## src/sbj_pkg.sv

```systemverilog
`timescale 1ns / 1ps
`default_nettype none

package sbj_pkg;

  // Fixed field widths
  localparam int FILT_W   = 16;
  localparam int GT_W     = 8;
  localparam int PLOIDY_W = 3;
  localparam int CFG_W    = 16;
  localparam int FRAC_W   = 16;
  localparam int CFG_IDX_W = 1;

  // Configuration register indexes
  typedef enum logic [CFG_IDX_W-1:0] {
    REG_FRAC_TOL = 1'b0,
    REG_ABS_TOL  = 1'b1
  } cfg_reg_t;

  localparam logic [CFG_W-1:0] FRAC_TOL_RESET = 16'd19661;
  localparam logic [CFG_W-1:0] ABS_TOL_RESET  = 16'd3;

  typedef struct packed {
    logic variant;
    logic any_cov;
    logic used_cov;
    logic gqx_def;
  } site_flags_t;

endpackage

`default_nettype wire

```

## src/sbj_fits.sv

```systemverilog
`timescale 1ns / 1ps
`default_nettype none

// Range [lo,hi] widened by v still within tolerance:
// 2 * (min + max(abs, floor(min * frac))) >= max
module sbj_fits #(
  parameter int VALUE_BITS = 16
) (
  input  wire logic [VALUE_BITS-1:0]         v,
  input  wire logic [VALUE_BITS-1:0]         lo,
  input  wire logic [VALUE_BITS-1:0]         hi,
  input  wire logic [sbj_pkg::FRAC_W-1:0]    frac_scale,
  input  wire logic [sbj_pkg::CFG_W-1:0]     abs_tol,
  output logic                               ok
);

  localparam int PROD_W = VALUE_BITS + sbj_pkg::FRAC_W;
  localparam int TOL_W  = (VALUE_BITS > sbj_pkg::CFG_W) ? VALUE_BITS : sbj_pkg::CFG_W;
  localparam int CMP_W  = TOL_W + 2;

  logic [VALUE_BITS-1:0] mn;
  logic [VALUE_BITS-1:0] mx;
  logic [PROD_W-1:0]     prod;
  logic [TOL_W-1:0]      ftol;
  logic [TOL_W-1:0]      atol;
  logic [TOL_W-1:0]      tol;
  logic [CMP_W-1:0]      lhs;

  always_comb begin
    mn   = (v < lo) ? v : lo;
    mx   = (v > hi) ? v : hi;
    prod = PROD_W'(mn) * PROD_W'(frac_scale);
    ftol = TOL_W'(prod[PROD_W-1:sbj_pkg::FRAC_W]);
    atol = TOL_W'(abs_tol);
    tol  = (ftol > atol) ? ftol : atol;
    lhs  = (CMP_W'(mn) + CMP_W'(tol)) << 1;
    ok   = lhs >= CMP_W'(mx);
  end

endmodule

`default_nettype wire

```

## src/sbj_block.sv

```systemverilog
`timescale 1ns / 1ps
`default_nettype none

// Open block state, join decision and close report for one site per enable.
module sbj_block #(
  parameter int POS_BITS    = 32,
  parameter int VALUE_BITS  = 16,
  parameter int LENGTH_BITS = 16
) (
  input  wire logic                          clk,
  input  wire logic                          rst,
  input  wire logic                          en,
  input  wire logic [POS_BITS-1:0]           pos,
  input  wire logic [sbj_pkg::FILT_W-1:0]    site_filt,
  input  wire logic [sbj_pkg::FILT_W-1:0]    sample_filt,
  input  wire sbj_pkg::site_flags_t          flags,
  input  wire logic [VALUE_BITS-1:0]         used_d,
  input  wire logic [VALUE_BITS-1:0]         unused_d,
  input  wire logic [sbj_pkg::GT_W-1:0]      gt,
  input  wire logic [sbj_pkg::PLOIDY_W-1:0]  pl,
  input  wire logic [VALUE_BITS-1:0]         gqx,
  input  wire logic [sbj_pkg::FRAC_W-1:0]    frac_scale,
  input  wire logic [sbj_pkg::CFG_W-1:0]     abs_tol,
  output logic                               join_site,
  output logic                               c_valid,
  output logic [POS_BITS-1:0]                c_start,
  output logic [LENGTH_BITS-1:0]             c_length,
  output logic [VALUE_BITS-1:0]              c_used_min,
  output logic [VALUE_BITS-1:0]              c_used_max,
  output logic [VALUE_BITS-1:0]              c_unused_min,
  output logic [VALUE_BITS-1:0]              c_unused_max,
  output logic [VALUE_BITS-1:0]              c_gqx_min,
  output logic [VALUE_BITS-1:0]              c_gqx_max,
  output logic                               c_gqx_def
);

  logic [LENGTH_BITS-1:0]        blk_length;
  logic [POS_BITS-1:0]           blk_start;
  logic [sbj_pkg::FILT_W-1:0]    blk_site_filt;
  logic [sbj_pkg::FILT_W-1:0]    blk_sample_filt;
  sbj_pkg::site_flags_t          blk_flags;
  logic [sbj_pkg::GT_W-1:0]      blk_gt;
  logic [sbj_pkg::PLOIDY_W-1:0]  blk_pl;
  logic [VALUE_BITS-1:0]         used_min, used_max;
  logic [VALUE_BITS-1:0]         unused_min, unused_max;
  logic [VALUE_BITS-1:0]         gqx_min, gqx_max;

  logic                  used_ok, unused_ok, gqx_ok;
  logic                  empty, len_full, match;
  logic [POS_BITS-1:0]   next_pos;
  logic [VALUE_BITS-1:0] gqx_site;

  sbj_fits #(.VALUE_BITS(VALUE_BITS)) u_fits_used (
    .v(used_d), .lo(used_min), .hi(used_max),
    .frac_scale(frac_scale), .abs_tol(abs_tol), .ok(used_ok)
  );

  sbj_fits #(.VALUE_BITS(VALUE_BITS)) u_fits_unused (
    .v(unused_d), .lo(unused_min), .hi(unused_max),
    .frac_scale(frac_scale), .abs_tol(abs_tol), .ok(unused_ok)
  );

  sbj_fits #(.VALUE_BITS(VALUE_BITS)) u_fits_gqx (
    .v(gqx), .lo(gqx_min), .hi(gqx_max),
    .frac_scale(frac_scale), .abs_tol(abs_tol), .ok(gqx_ok)
  );

  always_comb begin
    empty    = blk_length == '0;
    len_full = blk_length == '1;
    next_pos = blk_start + POS_BITS'(blk_length);
    match    = !len_full
            && next_pos == pos
            && blk_site_filt == site_filt
            && blk_sample_filt == sample_filt
            && !blk_flags.variant && !flags.variant
            && used_ok && unused_ok
            && blk_flags.any_cov == flags.any_cov
            && blk_flags.used_cov == flags.used_cov
            && blk_gt == gt
            && blk_pl == pl
            && blk_flags.gqx_def == flags.gqx_def
            && (!flags.gqx_def || gqx_ok);
    join_site = empty || match;
    gqx_site  = flags.gqx_def ? gqx : '0;

    // Report the old block only when it closes; zeros otherwise
    c_valid      = !join_site;
    c_start      = join_site ? '0 : blk_start;
    c_length     = join_site ? '0 : blk_length;
    c_used_min   = join_site ? '0 : used_min;
    c_used_max   = join_site ? '0 : used_max;
    c_unused_min = join_site ? '0 : unused_min;
    c_unused_max = join_site ? '0 : unused_max;
    c_gqx_def    = !join_site && blk_flags.gqx_def;
    c_gqx_min    = c_gqx_def ? gqx_min : '0;
    c_gqx_max    = c_gqx_def ? gqx_max : '0;
  end

  always_ff @(posedge clk) begin
    if (rst) begin
      blk_length <= '0;
    end else if (en) begin
      if (empty || !join_site) begin
        blk_length <= LENGTH_BITS'(1);
      end else begin
        blk_length <= blk_length + LENGTH_BITS'(1);
      end
    end
  end

  always_ff @(posedge clk) begin
    if (en) begin
      if (empty || !join_site) begin
        // Start a fresh block from this site
        blk_start       <= pos;
        blk_site_filt   <= site_filt;
        blk_sample_filt <= sample_filt;
        blk_flags       <= flags;
        blk_gt          <= gt;
        blk_pl          <= pl;
        used_min        <= used_d;
        used_max        <= used_d;
        unused_min      <= unused_d;
        unused_max      <= unused_d;
        gqx_min         <= gqx_site;
        gqx_max         <= gqx_site;
      end else begin
        if (used_d < used_min)     used_min   <= used_d;
        if (used_d > used_max)     used_max   <= used_d;
        if (unused_d < unused_min) unused_min <= unused_d;
        if (unused_d > unused_max) unused_max <= unused_d;
        if (flags.gqx_def) begin
          if (gqx < gqx_min) gqx_min <= gqx;
          if (gqx > gqx_max) gqx_max <= gqx;
        end
      end
    end
  end

endmodule

`default_nettype wire

```

## src/site_block_joiner_top.sv

```systemverilog
// Pipeline: two register stages, the input register and then the result register; both
//   hold while the result output is stalled.
// Throughput: one site per cycle unless the output stalls; the join test (three tolerance
//   multipliers and compares) and min/max update close the block state loop unregistered.
// Reset: synchronous; clears valids and block length (no block open), tolerances to
//   their defaults.
`timescale 1ns / 1ps
`default_nettype none

module site_block_joiner_top #(
  parameter int POS_BITS    = 32,
  parameter int VALUE_BITS  = 16,
  parameter int LENGTH_BITS = 16
) (
  input  wire logic                          clk,
  input  wire logic                          rst,
  // configuration
  input  wire logic                          cfg_valid,
  output logic                               cfg_ready,
  input  wire logic [sbj_pkg::CFG_IDX_W-1:0] cfg_index,
  input  wire logic [sbj_pkg::CFG_W-1:0]     cfg_data,
  // site input
  input  wire logic                          in_valid,
  output logic                               in_stall,
  input  wire logic [POS_BITS-1:0]           site_position,
  input  wire logic [sbj_pkg::FILT_W-1:0]    site_filters,
  input  wire logic [sbj_pkg::FILT_W-1:0]    sample_filters,
  input  wire logic                          is_variant,
  input  wire logic [VALUE_BITS-1:0]         used_depth,
  input  wire logic [VALUE_BITS-1:0]         unused_depth,
  input  wire logic                          any_coverage,
  input  wire logic                          used_coverage,
  input  wire logic [sbj_pkg::GT_W-1:0]      genotype_index,
  input  wire logic [sbj_pkg::PLOIDY_W-1:0]  ploidy,
  input  wire logic [VALUE_BITS-1:0]         gqx_value,
  input  wire logic                          gqx_defined,
  // result output
  output logic                               out_valid,
  input  wire logic                          out_stall,
  output logic                               joined,
  output logic                               closed_valid,
  output logic [POS_BITS-1:0]                closed_start,
  output logic [LENGTH_BITS-1:0]             closed_length,
  output logic [VALUE_BITS-1:0]              closed_used_min,
  output logic [VALUE_BITS-1:0]              closed_used_max,
  output logic [VALUE_BITS-1:0]              closed_unused_min,
  output logic [VALUE_BITS-1:0]              closed_unused_max,
  output logic [VALUE_BITS-1:0]              closed_gqx_min,
  output logic [VALUE_BITS-1:0]              closed_gqx_max,
  output logic                               closed_gqx_defined
);

  logic [sbj_pkg::FRAC_W-1:0] frac_tolerance;
  logic [sbj_pkg::CFG_W-1:0]  abs_tolerance;

  // input register
  logic                          s1_valid;
  logic [POS_BITS-1:0]           s1_pos;
  logic [sbj_pkg::FILT_W-1:0]    s1_site_filt;
  logic [sbj_pkg::FILT_W-1:0]    s1_sample_filt;
  sbj_pkg::site_flags_t          s1_flags;
  logic [VALUE_BITS-1:0]         s1_used;
  logic [VALUE_BITS-1:0]         s1_unused;
  logic [sbj_pkg::GT_W-1:0]      s1_gt;
  logic [sbj_pkg::PLOIDY_W-1:0]  s1_pl;
  logic [VALUE_BITS-1:0]         s1_gqx;

  logic advance;
  logic take;

  logic                   r_join, r_valid, r_gqx_def;
  logic [POS_BITS-1:0]    r_start;
  logic [LENGTH_BITS-1:0] r_length;
  logic [VALUE_BITS-1:0]  r_used_min, r_used_max, r_unused_min, r_unused_max;
  logic [VALUE_BITS-1:0]  r_gqx_min, r_gqx_max;

  assign cfg_ready = 1'b1;
  assign advance   = s1_valid && (!out_valid || !out_stall);
  assign in_stall  = s1_valid && !advance;
  assign take      = in_valid && !in_stall;

  always_ff @(posedge clk) begin
    if (rst) begin
      frac_tolerance <= sbj_pkg::FRAC_TOL_RESET;
      abs_tolerance  <= sbj_pkg::ABS_TOL_RESET;
    end else if (cfg_valid && cfg_ready) begin
      unique case (sbj_pkg::cfg_reg_t'(cfg_index))
        sbj_pkg::REG_FRAC_TOL: frac_tolerance <= cfg_data;
        sbj_pkg::REG_ABS_TOL:  abs_tolerance  <= cfg_data;
        default: ;
      endcase
    end
  end

  always_ff @(posedge clk) begin
    if (rst) begin
      s1_valid <= 1'b0;
    end else if (take) begin
      s1_valid <= 1'b1;
    end else if (advance) begin
      s1_valid <= 1'b0;
    end
  end

  always_ff @(posedge clk) begin
    if (take) begin
      s1_pos            <= site_position;
      s1_site_filt      <= site_filters;
      s1_sample_filt    <= sample_filters;
      s1_flags.variant  <= is_variant;
      s1_flags.any_cov  <= any_coverage;
      s1_flags.used_cov <= used_coverage;
      s1_flags.gqx_def  <= gqx_defined;
      s1_used           <= used_depth;
      s1_unused         <= unused_depth;
      s1_gt             <= genotype_index;
      s1_pl             <= ploidy;
      s1_gqx            <= gqx_value;
    end
  end

  sbj_block #(
    .POS_BITS(POS_BITS), .VALUE_BITS(VALUE_BITS), .LENGTH_BITS(LENGTH_BITS)
  ) u_block (
    .clk(clk), .rst(rst), .en(advance),
    .pos(s1_pos), .site_filt(s1_site_filt), .sample_filt(s1_sample_filt),
    .flags(s1_flags), .used_d(s1_used), .unused_d(s1_unused),
    .gt(s1_gt), .pl(s1_pl), .gqx(s1_gqx),
    .frac_scale(frac_tolerance), .abs_tol(abs_tolerance),
    .join_site(r_join), .c_valid(r_valid), .c_start(r_start), .c_length(r_length),
    .c_used_min(r_used_min), .c_used_max(r_used_max),
    .c_unused_min(r_unused_min), .c_unused_max(r_unused_max),
    .c_gqx_min(r_gqx_min), .c_gqx_max(r_gqx_max), .c_gqx_def(r_gqx_def)
  );

  // result register
  always_ff @(posedge clk) begin
    if (rst) begin
      out_valid <= 1'b0;
    end else if (advance) begin
      out_valid <= 1'b1;
    end else if (!out_stall) begin
      out_valid <= 1'b0;
    end
  end

  always_ff @(posedge clk) begin
    if (advance) begin
      joined             <= r_join;
      closed_valid       <= r_valid;
      closed_start       <= r_start;
      closed_length      <= r_length;
      closed_used_min    <= r_used_min;
      closed_used_max    <= r_used_max;
      closed_unused_min  <= r_unused_min;
      closed_unused_max  <= r_unused_max;
      closed_gqx_min     <= r_gqx_min;
      closed_gqx_max     <= r_gqx_max;
      closed_gqx_defined <= r_gqx_def;
    end
  end

endmodule

`default_nettype wire

```

## config.mk

```make
export PLATFORM = sky130hd
export DESIGN_NAME = site_block_joiner_top
export DESIGN_NICKNAME = d
export VERILOG_FILES = /design/src/sbj_pkg.sv /design/src/sbj_fits.sv /design/src/sbj_block.sv /design/src/site_block_joiner_top.sv
export SDC_FILE = /design/constraint.sdc
export NUM_CORES = 2
export LEC_CHECK = 0
export BUFFER_PORTS_ARGS = -buffer_cell sky130_fd_sc_hd__buf_4
export CAP_MARGIN = 0
export CORE_MARGIN = 2
export CORE_UTILIZATION = 39
export DETAILED_ROUTE_END_ITERATION = 10
export GPL_ROUTABILITY_DRIVEN = 1
export PLACE_DENSITY = 0.62
export SKIP_CTS_REPAIR_TIMING = 1
export SLEW_MARGIN = 5
export SYNTH_ARGS = -nofsm -noshare
export SYNTH_HDL_FRONTEND = slang
export SYNTH_SLANG_ARGS = --single-unit
```

## constraint.sdc

```tcl
create_clock -name clk -period 21 [get_ports clk]
set_clock_uncertainty 0.15 [all_clocks]
set_input_delay 2.1 -clock clk [delete_from_list [all_inputs] [get_ports clk]]
set_output_delay 2.1 -clock clk [all_outputs]
set_load 0.02 [all_outputs]
```

==> results.toml <==
[job]
max_cap_violations = 0

[critical_path]
worst-setup-path-type = "register to register"
startpoint = "s1_unused[2]"
max_stage_delay_ns = 0.82
path_max_fanout = 82
cp.required_ns = 21.18
critPathCaptureType = "register"
r2r-start = "s1_unused[2]"
cp_slowest_cell = "a21o_1"
critical_path_arrival_ns = 17.25
worst_setup_path_start_kind = "register"

[floorplanning]
die_area_sq_um = 137000
rows = 134
fp.coreArea_sq_um = 133000
die_w_microns = 370
io_pins = 299
fp.dieH_microns = 370
start_util_pct = 39.2

[synthesis]
syn_inst = 5235
synthesis.area_sq_um = 52200
syn_avg_cell_area_sq_um = 9.97
ys.flop_type = "edfxtp_1"
synth_xor_area_share_pct = 2.94
async_flop_share_pct = 0
synth.distinct_cells = 81
synth-compound-area-share_pct = 7.65
synth_fa_ha_area_share_pct = 35.7
synth_warnings = 0
ys_seq_elements = 499
synth-edff-count = 449
synth_top_family_by_area = "adder cells"
synth-simple-area-share_pct = 15.2
yosysSeqAreaShare_pct = 27.7
synth_mux_area_share_pct = 3.21
synth_nets = 6522

[placement]
hpwl_mm = 113
io_buffers = 297
globalplace.congestion = 0.943

[layout]
largest_registers = "closed_start x32, s1_pos x32, u_block.blk_start x32"
nNetsFinal = 6745
final_common_cell = "inv_1"
drive_above_1_share_pct = 10.7
multi_input_area_sq_um = 33800
area_delta_synth_final_pct = 11.8
final_cell_mix = "840 x inv_1, 667 x nand2_1, 583 x fa_1, 555 x ha_1, 449 x edfxtp_1"
final_util_pct = 43.8
seq_area_sq_um = 14500
num-fill-cells = 12800

[routing]
dr.pass1.iters = 5
antenna_left = 0
vias_per_cell = 5.30
wl_mm = 149
drc = 0
avgRoutedWirePerCell_microns = 20.4
num_vias = 38500
drt_iter0_drc = 2806

[timing]
worst_hold_slack_ns = 0.307
slew_headroom_pct = 20.7
period_needed_ns = 17.07
period_share_pct = 81.3
setup_violations = 0
fmaxAchievable_mhz = 58.6
tns_ns = 0
drv_slew = 0
rsz0062_at_grt = "false"
finalHoldViolCount = 0
tightest_slew_ns = 1.19

[global_routing]
grt_pass1_vias = 39900
grt_overflow = 0
grt_max_degree = 152
grt_pass1_wl_mm = 233
grtUsageTotal_pct = 21.9
grt_antenna_before_repair = 4

[cts]
clk_latency_ns = 0.67
clockRootBuffer = "clkbuf_16"
cts_tree = "yes"
clockBufferDepth = 3
cts_buffers = 54
htreeDepth = 2
cts.clk_slew.worst_paths_ns = 0.06
cts_num_sinks = 499

[hold_path]
min_from = "frac_tolerance[15]"
hp-class = "register to register"

[outcome]
status = "completed"
cells in the mapped netlist (6+ instances only):
cell type,n,area (sq um)
a31oi_1,11,68.8
inv_1,841,3160
and2_1,366,2290
ha_1,555,6940
o21ai_1,27,135
o211ai_1,19,143
xnor2_1,123,1080
fa_1,583,11700
nand3_1,46,230
mux2i_1,57,571
or3_1,9,56.3
nor2b_1,54,338
nor2_1,197,739
a21oi_1,164,821
edfxtp_1,449,13500
nand4_1,67,419
o31ai_1,6,45.0
a2111oi_0,6,52.6
or2_2,10,62.6
a211oi_1,28,210
o2111ai_1,8,70.1
a211o_1,9,78.8
o21ai_0,102,510
and3_1,54,338
nand2_1,667,2500
xor2_1,52,455
and4_1,11,96.3
buf_1,7,26.3
clkbuf_1,174,653
dfxtp_1,50,1000
o21a_1,29,218
o21bai_1,16,120
nor4_1,21,131
o2bb2ai_1,17,149
a21o_1,90,676
a221oi_1,6,52.6
a41oi_1,6,52.6
mux2_2,98,1100
buf_2,16,80.1
a22o_1,18,158
nand2b_1,24,150
nor3_1,46,230
nand3b_1,13,97.6
path summary, 6_finish.rpt:
| check | endpoint | slack (ns) | depth (start not counted) |
|---|---|---|---|
| worst min register to register | frac_tolerance[15] | 0.31 | 2 |
| worst max-delay path | u_block.gqx_max[12] | 3.93 | 61 |
| worst max register to register | u_block.gqx_max[12] | 3.93 | 61 |
| worst min-delay path | frac_tolerance[15] | 0.31 | 2 |
metal layers:
layer,track usage (%),part of all wire [%],up-vias
met4,6.48,3.1,2
met1,30.1,44,19400
li1,-,-,17700
met3,3.12,6.4,219
met5,0,0.015,-
met2,35.7,47,1243
logic make-up (layout without fill, tap and decap cells):
logic type / after synthesis / after routing
AOI/OAI and AO/OA: 611 / 611
and+or+nand+nor: 1613 / 1613
other: 1 / 2
muxes: 155 / 155
adders and majority gates: 1138 / 1138
buffers and inverters: 1043 / 1310
xor gates and xnor gates: 175 / 175
DFF: 499 / 499
critical path: cells and delay by family, from the launching register on:
family,cells,cell delay (ns)
fa+ha+maj,11,4.43
compound gates,28,7.20
simple gates,11,1.35
mux,1,0.40
xor+xnor,2,0.35
buf+inv,8,2.29
flops,1,0.50
metrics by stage:
stage / instances / cell area [sq um] / setup WS [ns]
2_1_floorplan: 5235 / 52200 / 5.51
3_3_place_gp: 7170 / 56500 / 4.26
3_5_place_dp: 7170 / 56500 / 4.00
4_1_cts: 7270 / 58300 / 3.96
5_1_grt: 7271 / 58300 / 2.95
6_report: 7271 / 58300 / 3.93
final cells by class:
cell class	count	share of cell area, %
Multi-Input combinational cell	3693	58.0
Inverter	841	5.41
Clock inverter	36	0.764
Clock buffer	64	2.42
Timing Repair Buffer	369	4.77
Tap cell	1768	3.79
Sequential cell	499	24.8
Antenna cell	1	0.00429
Power is left out: the tool's default activity adds up to more than one toggle a clock period on the data nets, which glitch-free logic cannot reach.
